$ cat src/hw/rtl/mcg_pkg.sv
// Shared types, constants, tables and microcode for the month calendar grid block.
package mcg_pkg;

  // Widths of the stream payloads.
  localparam int YearW     = 14;
  localparam int MonthW    = 4;
  localparam int DayW      = 5;
  localparam int SDataW    = 24;
  localparam int MDataW    = 8;

  // Datapath widths.
  localparam int QuarterW  = YearW - 2;   // year / 4
  localparam int RecipW    = 18;
  localparam int ProdW     = QuarterW + RecipW;
  localparam int QuotW     = 8;           // (year / 4) / 25 stays below 164
  localparam int RecipSh   = 22;
  localparam int AccW      = 15;
  localparam int PosW      = 6;           // up to 42 cells
  localparam int ColW      = 3;

  localparam logic [YearW-1:0]  BaseYear    = 14'd1582;
  localparam logic [AccW-1:0]   BaseWeekday = 15'd5;
  // ceil(2^22 / 25): exact quotient by 25 for every 12-bit operand.
  localparam logic [RecipW-1:0] Recip25     = 18'd167773;
  localparam logic [ColW-1:0]   LastCol     = 3'd6;
  localparam logic [3:0]        Seven       = 4'd7;

  // Microprogram addresses.
  localparam logic [2:0] PC_WAIT = 3'd0;
  localparam logic [2:0] PC_MULA = 3'd1;
  localparam logic [2:0] PC_ACCA = 3'd2;
  localparam logic [2:0] PC_MULB = 3'd3;
  localparam logic [2:0] PC_LEAP = 3'd4;
  localparam logic [2:0] PC_FOLD = 3'd5;
  localparam logic [2:0] PC_LEAD = 3'd6;
  localparam logic [2:0] PC_EMIT = 3'd7;

  // Jump conditions; a taken jump loads the target, else the step counter advances.
  localparam logic [1:0] COND_NEVER   = 2'd0;
  localparam logic [1:0] COND_NO_WORD = 2'd1;
  localparam logic [1:0] COND_EMPTY   = 2'd2;
  localparam logic [1:0] COND_MORE    = 2'd3;

  // Multiplier operand selects.
  localparam logic MUL_PREV_YEAR = 1'b0;
  localparam logic MUL_THIS_YEAR = 1'b1;

  typedef struct packed {
    logic       take_in;
    logic       mul_en;
    logic       mul_sel;
    logic       acc_en;
    logic       leap_en;
    logic       fold_en;
    logic       lead_en;
    logic       emit;
    logic [1:0] cond;
    logic [2:0] target;
  } ucode_t;

  function automatic ucode_t ucode(input logic [2:0] pc);
    ucode_t w;
    w = '0;
    case (pc)
      PC_WAIT: begin
        w.take_in = 1'b1;
        w.cond    = COND_NO_WORD;
        w.target  = PC_WAIT;
      end
      PC_MULA: begin
        w.mul_en  = 1'b1;
        w.mul_sel = MUL_PREV_YEAR;
      end
      PC_ACCA: w.acc_en = 1'b1;
      PC_MULB: begin
        w.mul_en  = 1'b1;
        w.mul_sel = MUL_THIS_YEAR;
      end
      PC_LEAP: w.leap_en = 1'b1;
      PC_FOLD: w.fold_en = 1'b1;
      PC_LEAD: begin
        w.lead_en = 1'b1;
        w.cond    = COND_EMPTY;
        w.target  = PC_WAIT;
      end
      PC_EMIT: begin
        w.emit   = 1'b1;
        w.cond   = COND_MORE;
        w.target = PC_EMIT;
      end
      default: w = '0;
    endcase
    return w;
  endfunction

  // Reduces a 15-bit value modulo 7 by summing its octal digits (8 is 1 mod 7).
  function automatic logic [2:0] mod7(input logic [AccW-1:0] x);
    logic [5:0] s;
    logic [3:0] t;
    s = {3'd0, x[2:0]} + {3'd0, x[5:3]} + {3'd0, x[8:6]}
      + {3'd0, x[11:9]} + {3'd0, x[14:12]};
    t = {1'b0, s[5:3]} + {1'b0, s[2:0]};
    if (t >= Seven) begin
      t = t - Seven;
    end
    return t[2:0];
  endfunction

  // Days before the month in a common year, modulo 7.
  function automatic logic [2:0] month_offset(input logic [MonthW-1:0] m);
    logic [2:0] r;
    case (m)
      4'd0, 4'd1, 4'd10:        r = 3'd0;
      4'd2, 4'd3, 4'd11:        r = 3'd3;
      4'd4, 4'd7:               r = 3'd6;
      4'd5, 4'd13, 4'd14, 4'd15: r = 3'd1;
      4'd6:                     r = 3'd4;
      4'd8:                     r = 3'd2;
      4'd9, 4'd12:              r = 3'd5;
      default:                  r = 3'd0;
    endcase
    return r;
  endfunction

  function automatic logic [DayW-1:0] month_len(input logic [MonthW-1:0] m, input logic leap);
    logic [DayW-1:0] r;
    case (m)
      4'd1, 4'd3, 4'd5, 4'd7, 4'd8, 4'd10, 4'd12: r = 5'd31;
      4'd4, 4'd6, 4'd9, 4'd11:                    r = 5'd30;
      4'd2:                                       r = leap ? 5'd29 : 5'd28;
      default:                                    r = 5'd0;
    endcase
    return r;
  endfunction

endpackage

$ cat src/hw/rtl/month_calendar_grid.sv
// Gregorian month calendar grid: a microcoded sequencer that emits one grid cell per word.
// Requests are taken only in the wait step; the first cell follows the setup steps.
// Each request runs the wait step, 6 setup steps and then the grid cells (28 to 42 for
// a real month, 0 or 7 otherwise), one per cycle unless m_tready stalls the output.
// The setup steps share one 12 by 18 bit multiplier that divides by 25, used twice.
// Reset: synchronous active-high rst returns the step counter to the wait step.
module month_calendar_grid (
  input  logic        clk,
  input  logic        rst,
  input  logic        s_tvalid,
  output logic        s_tready,
  input  logic [23:0] s_tdata,   // [13:0] year, [17:14] month, [23:18] zero
  output logic        m_tvalid,
  input  logic        m_tready,
  output logic [7:0]  m_tdata,   // [4:0] day_number, [7:5] zero
  output logic        m_tuser,   // [0] row_end
  output logic        m_tlast    // last cell of the grid
);

  // Step counter and the control word it selects from the microprogram.
  logic [2:0]          pc;
  logic [2:0]          pc_next;
  mcg_pkg::ucode_t     uw;

  // Datapath registers.
  logic [mcg_pkg::YearW-1:0]    yr;
  logic [mcg_pkg::MonthW-1:0]   mon;
  logic [mcg_pkg::QuarterW-1:0] quarter;   // operand last sent to the multiplier
  logic [mcg_pkg::ProdW-1:0]    prod;
  logic [mcg_pkg::AccW-1:0]     acc;
  logic                         leap;
  logic [2:0]                   lead;
  logic [mcg_pkg::PosW-1:0]     end_pos;   // lead plus month length
  logic [mcg_pkg::PosW-1:0]     pos;
  logic [mcg_pkg::ColW-1:0]     col;

  // Combinational datapath.
  logic [mcg_pkg::YearW-1:0]    prev_year;
  logic [mcg_pkg::QuarterW-1:0] mul_op;
  logic [mcg_pkg::QuotW-1:0]    quot;
  logic [mcg_pkg::QuotW+4:0]    quot_x25;
  logic                         div25;
  logic [3:0]                   lead_sum;
  logic [2:0]                   lead_val;
  logic [mcg_pkg::DayW-1:0]     len_val;
  logic [mcg_pkg::PosW-1:0]     end_val;
  logic                         in_month;
  logic [mcg_pkg::PosW-1:0]     day_val;
  logic                         row_end;
  logic                         last;
  logic                         in_acc;
  logic                         out_acc;
  logic                         jump;

  assign uw = mcg_pkg::ucode(pc);

  assign in_acc  = s_tvalid && s_tready;
  assign out_acc = m_tvalid && m_tready;

  // The multiplier works on year/4 (this year for the leap test, the year before for
  // the count of leap days). (n/4)/25 = n/100 and that quotient over 4 is n/400.
  assign prev_year = yr - 14'd1;
  assign mul_op    = (uw.mul_sel == mcg_pkg::MUL_THIS_YEAR) ? yr[mcg_pkg::YearW-1:2]
                                                            : prev_year[mcg_pkg::YearW-1:2];
  assign quot      = prod[mcg_pkg::RecipSh +: mcg_pkg::QuotW];
  assign quot_x25  = {quot, 4'd0} + {1'b0, quot, 3'd0} + {4'd0, quot, 1'b0} - {5'd0, quot};
  assign div25     = (quot_x25 == {1'b0, quarter});

  // First weekday of the month: year start, month offset and March-on leap day, modulo 7.
  assign lead_sum = {1'b0, acc[2:0]} + {1'b0, mcg_pkg::month_offset(mon)}
                  + {3'd0, leap && (mon >= 4'd3)};
  assign lead_val = (lead_sum >= mcg_pkg::Seven) ? 3'(lead_sum - mcg_pkg::Seven)
                                                 : lead_sum[2:0];
  assign len_val  = mcg_pkg::month_len(mon, leap);
  assign end_val  = {3'd0, lead_val} + {1'b0, len_val};

  // Cell contents at the current grid position.
  assign in_month = (pos >= {3'd0, lead}) && (pos < end_pos);
  assign day_val  = pos - {3'd0, lead} + 6'd1;
  assign row_end  = (col == mcg_pkg::LastCol);
  // The grid ends at the first row end at or past the last day.
  assign last     = row_end && ({1'b0, pos} + 7'd1 >= {1'b0, end_pos});

  assign s_tready = uw.take_in;
  assign m_tvalid = uw.emit;
  assign m_tdata  = {3'd0, in_month ? day_val[mcg_pkg::DayW-1:0] : 5'd0};
  assign m_tuser  = row_end;
  assign m_tlast  = last;

  always_comb begin
    case (uw.cond)
      mcg_pkg::COND_NEVER:   jump = 1'b0;
      mcg_pkg::COND_NO_WORD: jump = !in_acc;
      mcg_pkg::COND_EMPTY:   jump = (end_val == 6'd0);
      mcg_pkg::COND_MORE:    jump = !(out_acc && last);
      default:               jump = 1'b0;
    endcase
    pc_next = jump ? uw.target : pc + 3'd1;
  end

  always_ff @(posedge clk) begin
    if (rst) begin
      pc <= mcg_pkg::PC_WAIT;
    end else begin
      pc <= pc_next;
    end
  end

  always_ff @(posedge clk) begin
    if (in_acc) begin
      yr  <= s_tdata[13:0];
      mon <= s_tdata[17:14];
    end
    if (uw.mul_en) begin
      quarter <= mul_op;
      prod    <= {{mcg_pkg::RecipW{1'b0}}, mul_op} * {{mcg_pkg::QuarterW{1'b0}}, mcg_pkg::Recip25};
    end
    if (uw.acc_en) begin
      // Each year is 1 mod 7 days plus its leap day; the base weekday and the leap
      // days before 1582 cancel modulo 7.
      if (yr < mcg_pkg::BaseYear) begin
        acc <= mcg_pkg::BaseWeekday;
      end else begin
        acc <= {1'b0, yr - mcg_pkg::BaseYear} + {3'd0, quarter}
             - {7'd0, quot} + {9'd0, quot[mcg_pkg::QuotW-1:2]};
      end
    end
    if (uw.leap_en) begin
      leap <= (yr[1:0] == 2'd0) && (!div25 || (quot[1:0] == 2'd0));
    end
    if (uw.fold_en) begin
      acc <= {12'd0, mcg_pkg::mod7(acc)};
    end
    if (uw.lead_en) begin
      lead    <= lead_val;
      end_pos <= end_val;
      pos     <= '0;
      col     <= '0;
    end
    if (out_acc) begin
      pos <= pos + 6'd1;
      col <= row_end ? 3'd0 : col + 3'd1;
    end
  end

  // The two sides are never open in the same cycle.
  a_sides_exclusive: assert property (@(posedge clk) disable iff (rst)
    !(s_tready && m_tvalid))
    else $error("input and output open together");

  // An accepted request starts the setup program.
  a_start: assert property (@(posedge clk) disable iff (rst)
    in_acc |=> (pc == mcg_pkg::PC_MULA))
    else $error("setup did not start after an accepted word");

  // The grid always closes on a row end.
  a_last_row_end: assert property (@(posedge clk) disable iff (rst)
    (m_tvalid && m_tlast) |-> m_tuser)
    else $error("last cell is not a row end");

  // The grid never runs past six rows.
  a_pos_bound: assert property (@(posedge clk) disable iff (rst)
    m_tvalid |-> (pos < 6'd42) && (lead < 3'd7))
    else $error("grid position out of range");

  // After the last cell is taken the block waits for the next request.
  a_return: assert property (@(posedge clk) disable iff (rst)
    (out_acc && m_tlast) |=> (pc == mcg_pkg::PC_WAIT))
    else $error("sequencer did not return to wait");

endmodule
$ cat config.mk
export PLATFORM = sky130hd
export DESIGN_NAME = month_calendar_grid
export DESIGN_NICKNAME = d
export VERILOG_FILES = /design/src/hw/rtl/mcg_pkg.sv /design/src/hw/rtl/month_calendar_grid.sv
export SDC_FILE = /design/constraint.sdc
export NUM_CORES = 1
export LEC_CHECK = 0
export BUFFER_PORTS_ARGS = -buffer_cell sky130_fd_sc_hd__buf_2
export CAP_MARGIN = 40
export CORE_AREA = 2 2 134 136
export DETAILED_ROUTE_END_ITERATION = 8
export DIE_AREA = 0 0 136 138
export GPL_TIMING_DRIVEN = 0
export PLACE_DENSITY = 0.77
export SLEW_MARGIN = 10
export SYNTH_ARGS = -nofsm -noshare
export SYNTH_HDL_FRONTEND = slang
export SYNTH_SLANG_ARGS = --single-unit
$ cat constraint.sdc
create_clock -name clk -period 14.02 [get_ports clk]
set_input_delay 0.701 -clock clk [delete_from_list [all_inputs] [get_ports clk]]
set_output_delay 0.701 -clock clk [all_outputs]
set_load 0.03 [all_outputs]
==> flow_summary.json, run 1 <==
{
  "status": "finished clean",
  "end_kind": "flop",
  "timing.fmax_mhz": 124.1,
  "die_y_um": 138,
  "post_dp_cell_area_mm2": 0.01066,
  "drc": 0,
  "worst_pin_slew_ns": 0.9361,
  "post_cts_buffers": 0,
  "synth_top_area_cell": "ha_1",
  "num_antenna_cells": 0,
  "yosys-top-cells-area": "ha_1 23%, fa_1 21%, edfxtp_1 18%, inv_1 8.8%, dfxtp_1 3.5%",
  "synth_ff_type": "edfxtp_1",
  "first_iter_violations": 315,
  "arrival_ns": 8.15,
  "num_vias": 6908,
  "portBuffers": 30,
  "layout.cells.non_filler": 1300,
  "grt_max_degree": 21,
  "synth-seq-cells": 78,
  "final_design_area_no_fill_mm2": 0.01095,
  "path_class": "flop to flop",
  "die_w_um": 136,
  "cts.sink_count": 78,
  "report.final.slew_viol_count": 0,
  "finalWeightedCongestion": 0.9761,
  "cts_made_buffers": 9,
  "yosysSeqAreaShare_pct": 21.22,
  "routedWlPerCell_um": 14.83,
  "drtPass1Iterations": 5,
  "ys_types": 67,
  "cts-resized-gates": 0,
  "clockBufferDepth": 2,
  "finalSetupViolCount": 0,
  "pin_count": 40,
  "nets": 1391,
  "final-hold-violation-count": 0,
  "finalSetupTns_ns": 0,
  "grt_pass1_vias": 7264,
  "slew_headroom_pct": 37.15,
  "synth.yosys.warnings": 0,
  "synth_top_area_share_pct": 23.33,
  "crit_required_ns": 14.11,
  "clk_pin_slew_ns": 0.07,
  "syn_area_mm2": 0.01019,
  "gr-total-overflow": 0,
  "hold_path.class": "flop to flop",
  "wl_um": 19280,
  "cts_tree": "built",
  "antenna_found_initial": 0,
  "dp.cells": 1284,
  "num_rows": 49,
  "critPathLaunchType": "flop",
  "drv_cap": 0,
  "die_area_mm2": 0.01877,
  "synth_edf_count": 60,
  "fillers": 1454,
  "clk_latency_ns": 0.34,
  "root_buffer": "clkbuf_16",
  "core-area_mm2": 0.01753,
  "async_reset_ff_share_pct": 0,
  "grt_pass1_wl_um": 33340,
  "ant_nets": 0,
  "worstPathMaxFanout": 5,
  "postCtsHoldBufs": 0,
  "globalRouteTotalUtil_pct": 22.32,
  "skew_ns": 0.009562,
  "synthTopCellsByCount": "238 x inv_1, 190 x ha_1, 107 x fa_1",
  "rsz0062_at_grt": "no",
  "initial_core_util_pct": 58.11,
  "fin_crit_sh_pct": 57.48,
  "dp_hpwl_um": 16660,
  "via_per_inst": 5.314,
  "yosysMostFrequentCell": "inv_1",
  "cts_htree_levels": 3,
  "areaGrowthSynthToFinish_pct": 7.516,
  "netlist_instances": 1019,
  "period_minus_slack_ns": 8.059,
  "avgSynthCellArea_um2": 9.999,
  "drive_gt1_share_pct": 6.816
}
-- metal layers --
| metal | global-route usage, % | part of all wire, % |
|---|---|---|
| met1 | 27.52 | 43 |
| met4 | 6.524 | 2.3 |
| met5 | 0 | 0 |
| met2 | 40.78 | 52 |
| met3 | 2.494 | 2.7 |
-- layout make-up --
class,count,area [um2],share of cell area [%]
Inverter,239,898.4,8.201
Clock buffer,11,232.7,2.124
Clock inverter,5,58.81,0.5368
Sequential cell,78,2162,19.74
Tap cell,229,286.5,2.616
Buffer,13,63.81,0.5825
Timing Repair Buffer,34,180.2,1.645
Multi-Input combinational cell,691,7072,64.56
-- cells in the final DEF (no fill, tap or decap), types with 6 or more instances in the layout --
| master | n |
|---|---|
| a21o_1 | 16 |
| a21oi_1 | 35 |
| a22o_1 | 7 |
| and2_1 | 8 |
| buf_2 | 30 |
| buf_4 | 8 |
| clkbuf_1 | 11 |
| clkbuf_16 | 9 |
| dfxtp_1 | 18 |
| edfxtp_1 | 60 |
| fa_1 | 107 |
| ha_1 | 190 |
| inv_1 | 238 |
| mux2i_1 | 7 |
| nand2_1 | 33 |
| nand2b_1 | 6 |
| nand3_1 | 19 |
| nor2_1 | 51 |
| nor2b_1 | 17 |
| nor3_1 | 15 |
| o211ai_1 | 6 |
| o21a_1 | 6 |
| o21ai_0 | 18 |
| xnor2_1 | 40 |
| xor2_1 | 27 |
-- worst max-delay path, stage by stage (launching register included) --
cell and delay (ns):
edfxtp_1 0.54, inv_1 0.16, ha_1 0.23, a211oi_1 0.51, nand2_1 0.20, nor2_1 0.22, nand3_1 0.11, xnor2_1 0.57
ha_1 0.36, inv_1 0.14, ha_1 0.16, nand2b_1 0.19, fa_1 0.49, fa_1 0.53, fa_1 0.56, inv_1 0.06
fa_1 0.53, inv_1 0.04, ha_1 0.29, a21oi_1 0.14, o211ai_1 0.10, a211oi_1 0.42, o21ai_1 0.24, o41ai_2 0.44
o2111ai_1 0.24, a21oi_1 0.24, xnor2_1 0.08
-- cells by family after synthesis --
| family | Yosys count | synth area share, % |
|---|---|---|
| muxes | 12 | 1.240 |
| DFF | 78 | 21.22 |
| buffers and inverters | 252 | 9.444 |
| adders and majority gates | 297 | 44.36 |
| AOI/OAI and AO/OA | 131 | 8.707 |
| other | 1 | 0.03681 |
| and+or+nand+nor | 180 | 9.075 |
| xor gates and xnor gates | 68 | 5.919 |
-- sequential cells by signal, summed over array words and instances, names as in the netlist, named ones only --
name,count
prod,8
lead,3
pos,6
yr,14
leap,1
acc,15
quarter,12
pc,3
end_pos,6
col,3
mon,4
-- metrics by stage --
step	hold slack, ns	utilization (%)	setup slack (ns)
after detailed placement	0.4691	60.81	5.846
after floorplan	0.4403	-	7.177
after global routing	0.5197	62.47	5.344
after global placement	0.4692	60.64	5.890
final	0.4959	62.47	5.961
after CTS	0.4862	62.47	5.785
-- final timing paths --
check | end | start | slack [ns] | cells after the start
max reg2reg | prod[29] | yr[1] | 5.96 | 26
max | prod[29] | yr[1] | 5.96 | 26
min | acc[5] | acc[5] | 0.50 | 2
min reg2reg | acc[5] | acc[5] | 0.50 | 2
Power of run 1 is left out: the tool's default activity adds up to more than one toggle a clock period on the data nets, which glitch-free logic cannot reach.
==> run 2: changes to the inputs <==
ABC_AREA = 1   (was not set)
CORE_AREA = 2 2 141 143   (was 2 2 134 136)
DIE_AREA = 0 0 143 145   (was 0 0 136 138)
PLACE_DENSITY = 0.78   (was 0.77)
clock period = 7.23 ns   (was 14.02 ns; I/O delays follow)
==> flow_summary.json, run 2 <==
{
  "yosysMostFrequentCell": "inv_1",
  "num_antenna_cells": 0,
  "drtPass1Iterations": 5,
  "crit_required_ns": 7.32,
  "skew_ns": 0.008414,
  "report.final.slew_viol_count": 0,
  "critPathLaunchType": "flop",
  "hold_path.class": "input port to flop",
  "antenna_found_initial": 0,
  "worstPathMaxFanout": 5,
  "muxShareOfSynthArea_pct": 0,
  "end_kind": "flop",
  "cts.sink_count": 78,
  "die_area_mm2": 0.02074,
  "drc": 0,
  "worst_path_max_delay_cell": "fa_1",
  "num_vias": 8550,
  "finalSetupViolCount": 0,
  "cts_made_buffers": 9,
  "grt_pass1_vias": 8640,
  "period_minus_slack_ns": 6.786,
  "yosys-top-cells-area": "ha_1 21%, fa_1 19%, edfxtp_1 16%, inv_1 11%, nand2_1 8.5%",
  "arrival_ns": 6.88,
  "die_y_um": 145,
  "cts_htree_levels": 3,
  "final_common_cell": "inv_1",
  "fin_crit_sh_pct": 93.86,
  "synthTopCellsByCount": "338 x inv_1, 252 x nand2_1, 190 x ha_1",
  "clk_latency_ns": 0.35,
  "root_buffer": "clkbuf_16",
  "synth_top_family_by_area": "adder cells",
  "drive_gt1_share_pct": 6.043,
  "synth_edf_count": 60,
  "postCtsHoldBufs": 0,
  "core-area_mm2": 0.01921,
  "synth-seq-cells": 78,
  "timing.fmax_mhz": 147.4,
  "slew_headroom_pct": 41.97,
  "yosysSeqAreaShare_pct": 19.48,
  "yosys.area_share.xor_xnor_pct": 4.397,
  "status": "finished clean",
  "routedWlPerCell_um": 14.54,
  "synth_fa_ha_area_share_pct": 40.72,
  "synth_compound_area_share_pct": 6.257,
  "synth-simple-area-share_pct": 17.20,
  "areaGrowthSynthToFinish_pct": 7.463,
  "die_w_um": 143,
  "avgSynthCellArea_um2": 8.295,
  "via_per_inst": 5.166,
  "cts_tree": "built",
  "ys_types": 47,
  "clk_pin_slew_ns": 0.06,
  "rsz0062_at_grt": "no",
  "worst_pin_slew_ns": 0.8684,
  "crit_path_max_incr_delay_ns": 0.58,
  "syn_area_mm2": 0.01110,
  "clockBufferDepth": 2,
  "crit_path_frequent_cell": "inv_1",
  "finalSetupTns_ns": 0,
  "nets": 1710,
  "final_cell_mix": "338 x inv_1, 252 x nand2_1, 190 x ha_1, 107 x fa_1, 85 x nor2_1",
  "synth.yosys.warnings": 0,
  "ant_nets": 0,
  "first_iter_violations": 574,
  "dp_hpwl_um": 20660,
  "gr-total-overflow": 0,
  "synth_top_area_share_pct": 21.42,
  "drv_cap": 0,
  "grt_pass1_wl_um": 41120,
  "async_reset_ff_share_pct": 0,
  "largest_reg_flops": 15,
  "synth_ff_type": "edfxtp_1",
  "initial_core_util_pct": 57.78,
  "netlist_instances": 1338,
  "num_rows": 51,
  "wl_um": 24070,
  "finalWeightedCongestion": 0.9558,
  "regMostFlops": "acc",
  "synth_top_area_cell": "ha_1",
  "pin_count": 40,
  "globalRouteTotalUtil_pct": 24.84,
  "largestRegisters": "acc x15, yr x14, quarter x12",
  "portBuffers": 30,
  "grt_max_degree": 22,
  "final-hold-violation-count": 0,
  "path_class": "flop to flop"
}
run 2: cell types whose count changed in the layout (fill, tap and decap cells not counted), sizes merged, moves of 17 or more:
| cell | previous run | this run |
|---|---|---|
| inv | 239 | 344 |
| nand2 | 35 | 258 |
| nand3 | 19 | 57 |
| nor2 | 53 | 92 |
| nor2b | 17 | 0 |
| xnor2 | 41 | 13 |
run 2: worst max-delay path, delay by kind of cell (launching register included):
family / cells / cell delay [ns]
and+or+nand+nor: 8 / 1.19
buffers and inverters: 7 / 0.66
AOI/OAI and AO/OA: 2 / 0.41
xor gates and xnor gates: 2 / 0.47
DFF: 1 / 0.33
adders and majority gates: 9 / 3.49
run 2: cell families after synthesis:
| family | count (synthesis) |
|---|---|
| AO/OA/AOI/OAI | 118 |
| flip-flops | 78 |
| buffers and inverters | 347 |
| adder cells (fa/ha/maj) | 297 |
| XOR/XNOR | 54 |
| AND/OR/NAND/NOR | 443 |
| other | 1 |
run 2: layout make-up:
class                           instances  area (um2)
Multi-Input combinational cell        915        7641
Fill cell                            1607        7281
Sequential cell                        78        2163
Inverter                              342        1284
Timing Repair Buffer                   34       173.9
Buffer                                  5       37.54
Tap cell                              265       331.6
Clock buffer                           12       267.8
Clock inverter                          4       27.53
run 2: metal layers:
| metal | wire (um) | part of all wire, % | vias to the layer above | global-route usage [%] |
|---|---|---|---|---|
| li1 | - | - | 4264 | - |
| met4 | 484 | 2.0 | 0 | 6.139 |
| met1 | 11430 | 47 | 4047 | 35.84 |
| met2 | 10980 | 46 | 203 | 39.62 |
| met3 | 1182 | 4.9 | 36 | 3.366 |
| met5 | 0 | 0 | - | 0 |
run 2: path summary, 6_finish.rpt:
kind / startpoint / to / slack (ns) / depth (start not counted)
worst max-delay path: pc[0] / prod[27] / 0.44 / 28
worst min-delay path: s_tdata[6] / yr[6] / 0.19 / 1
worst max register to register: pc[0] / prod[27] / 0.44 / 28
worst min register to register: acc[8] / acc[8] / 0.47 / 2
run 2: timing repair:
| action | 4_1_cts | 5_1_grt |
|---|---|---|
| setup buffers | 0 | 0 |
| gates resized for setup | 0 | 3 |
| endpoints found under the setup margin | 0 | 8 |
run 2: through the flow:
step | hold WS (ns) | setup WS [ns] | area (um2) | std cells | utilization, %
3_3_place_gp | 0.4500 | 0.3994 | 11590 | 1635 | 60.33
5_1_grt | 0.1817 | 0.01669 | 11930 | 1655 | 62.09
3_5_place_dp | 0.4668 | 0.2768 | 11610 | 1639 | 60.45
4_1_cts | 0.1856 | 0.2708 | 11910 | 1655 | 61.99
6_report | 0.1891 | 0.4443 | 11930 | 1655 | 62.09
2_1_floorplan | 0.4306 | 1.215 | 11110 | 1340 | -
Power of run 2 is left out for the same reason.
==> run 3: changes to the inputs <==
ABC_AREA = 0   (was 1)
CORE_AREA = 2 2 136 138   (was 2 2 141 143)
DIE_AREA = 0 0 138 140   (was 0 0 143 145)
==> flow_summary.json, run 3 (synthesized netlist as in run 1, its figures left out) <==
{
  "period_minus_slack_ns": 6.954,
  "hold_path.class": "input port to flop",
  "via_per_inst": 5.408,
  "grt_max_degree": 21,
  "min_delay_worst_endpoint": "yr[11]",
  "cts_made_buffers": 9,
  "nets": 1413,
  "worst_path_max_delay_cell": "fa_1",
  "post_dp_cell_area_mm2": 0.01068,
  "drive_gt1_share_pct": 11.62,
  "gr-total-overflow": 0,
  "ant_nets": 0,
  "routedWlPerCell_um": 15.54,
  "largestRegisters": "acc x15, yr x14, quarter x12",
  "whs_ns": 0.1752,
  "skew_ns": 0.01456,
  "cts_htree_levels": 3,
  "layout.cells.non_filler": 1322,
  "report.final.slew_viol_count": 0,
  "finalSetupViolCount": 0,
  "drc": 0,
  "crit_required_ns": 7.33,
  "areaGrowthSynthToFinish_pct": 11.30,
  "num_vias": 7150,
  "drv_cap": 0,
  "drtPass1Iterations": 5,
  "final_cell_mix": "235 x inv_1, 183 x ha_1, 105 x fa_1, 60 x edfxtp_1, 50 x nor2_1",
  "arrival_ns": 7.05,
  "end_kind": "flop",
  "crit_path_max_incr_delay_ns": 0.54,
  "regArea_mm2": 0.002171,
  "initial_core_util_pct": 57.30,
  "pin_count": 40,
  "cts_tree": "built",
  "fin_crit_sh_pct": 96.19,
  "first_iter_violations": 307,
  "core-area_mm2": 0.01778,
  "final_design_area_no_fill_mm2": 0.01134,
  "status": "finished clean",
  "grt_pass1_vias": 7543,
  "r2r-start": "pc[1]",
  "multi_input_area_mm2": 0.007311,
  "regMostFlops": "acc",
  "portBuffers": 30,
  "final-hold-violation-count": 0,
  "finalWeightedCongestion": 0.9560,
  "dp_hpwl_um": 17110,
  "worstHoldStart": "s_tdata[11]",
  "slew_headroom_pct": 35.83,
  "dp.cells": 1286,
  "globalRouteTotalUtil_pct": 22.15,
  "worstPathMaxFanout": 6,
  "num_antenna_cells": 0,
  "worst_pin_slew_ns": 0.9383,
  "wl_um": 20540,
  "grt_pass1_wl_um": 34760,
  "rr_endpoint": "prod[27]",
  "hold_depth": 1,
  "largest_reg_flops": 15,
  "root_buffer": "clkbuf_16",
  "die_y_um": 140,
  "timing.fmax_mhz": 143.8,
  "ff2ff_path_depth": 28,
  "cts.sink_count": 78,
  "path_class": "flop to flop",
  "clockBufferDepth": 2,
  "clk_pin_slew_ns": 0.07,
  "fillers": 1405,
  "final_common_cell": "inv_1",
  "postCtsHoldBufs": 0,
  "num_rows": 49,
  "r2r_slack_ns": 0.28,
  "die_w_um": 138,
  "final_util_pct": 63.78,
  "antenna_found_initial": 0,
  "crit_path_frequent_cell": "inv_1",
  "critPathLaunchType": "flop",
  "clk_latency_ns": 0.36,
  "die_area_mm2": 0.01932
}
run 3: final cells by class:
| cell class | count | area share, % |
|---|---|---|
| clock inverters | 5 | 0.2427 |
| flip-flops and latches | 78 | 19.14 |
| clock buffers | 11 | 2.052 |
| well taps | 229 | 2.527 |
| multi-input cells | 691 | 64.47 |
| plain buffers | 13 | 0.5627 |
| repair buffers | 56 | 3.078 |
| inverters | 239 | 7.922 |
run 3: layer usage:
metal | share of wire, % | GRT usage (%)
met1 | 42 | 26.51
met2 | 52 | 40.98
met3 | 2.6 | 3.214
met4 | 2.7 | 7.304
met5 | 0 | 0
run 3: worst max-delay path: cells and delay by family (launching register included):
family,cells,cell delay [ns]
AOI/OAI and AO/OA,5,0.91
xor gates and xnor gates,2,0.46
adders and majority gates,8,3.21
buffers and inverters,8,0.84
DFF,1,0.35
and+or+nand+nor,5,0.93
run 3: stage by stage:
step,worst slack [ns],TNS (ns)
floorplan,0.3875,0
global placement,-0.8781,-4.049
detailed placement,-0.9931,-5.080
CTS,0.01759,0
global route,-0.01783,-0.01783
finish,0.2756,0
run 3: worst max path at each step:
stage,start,end,depth (start not counted)
2_1_floorplan,pc[0],prod[29],27
3_3_place_gp,yr[1],prod[29],26
3_5_place_dp,yr[1],prod[29],26
4_1_cts,pc[0],prod[27],30
5_1_grt,pc[1],prod[27],26
6_report,pc[1],prod[27],28
run 3: repair_timing:
action | CTS | global route
setup buffers | 7 | 13
setup endpoints to repair | 8 | 5
gates resized for setup | 21 | 25
pin swaps | 9 | 24
Power of run 3 is left out for the same reason.
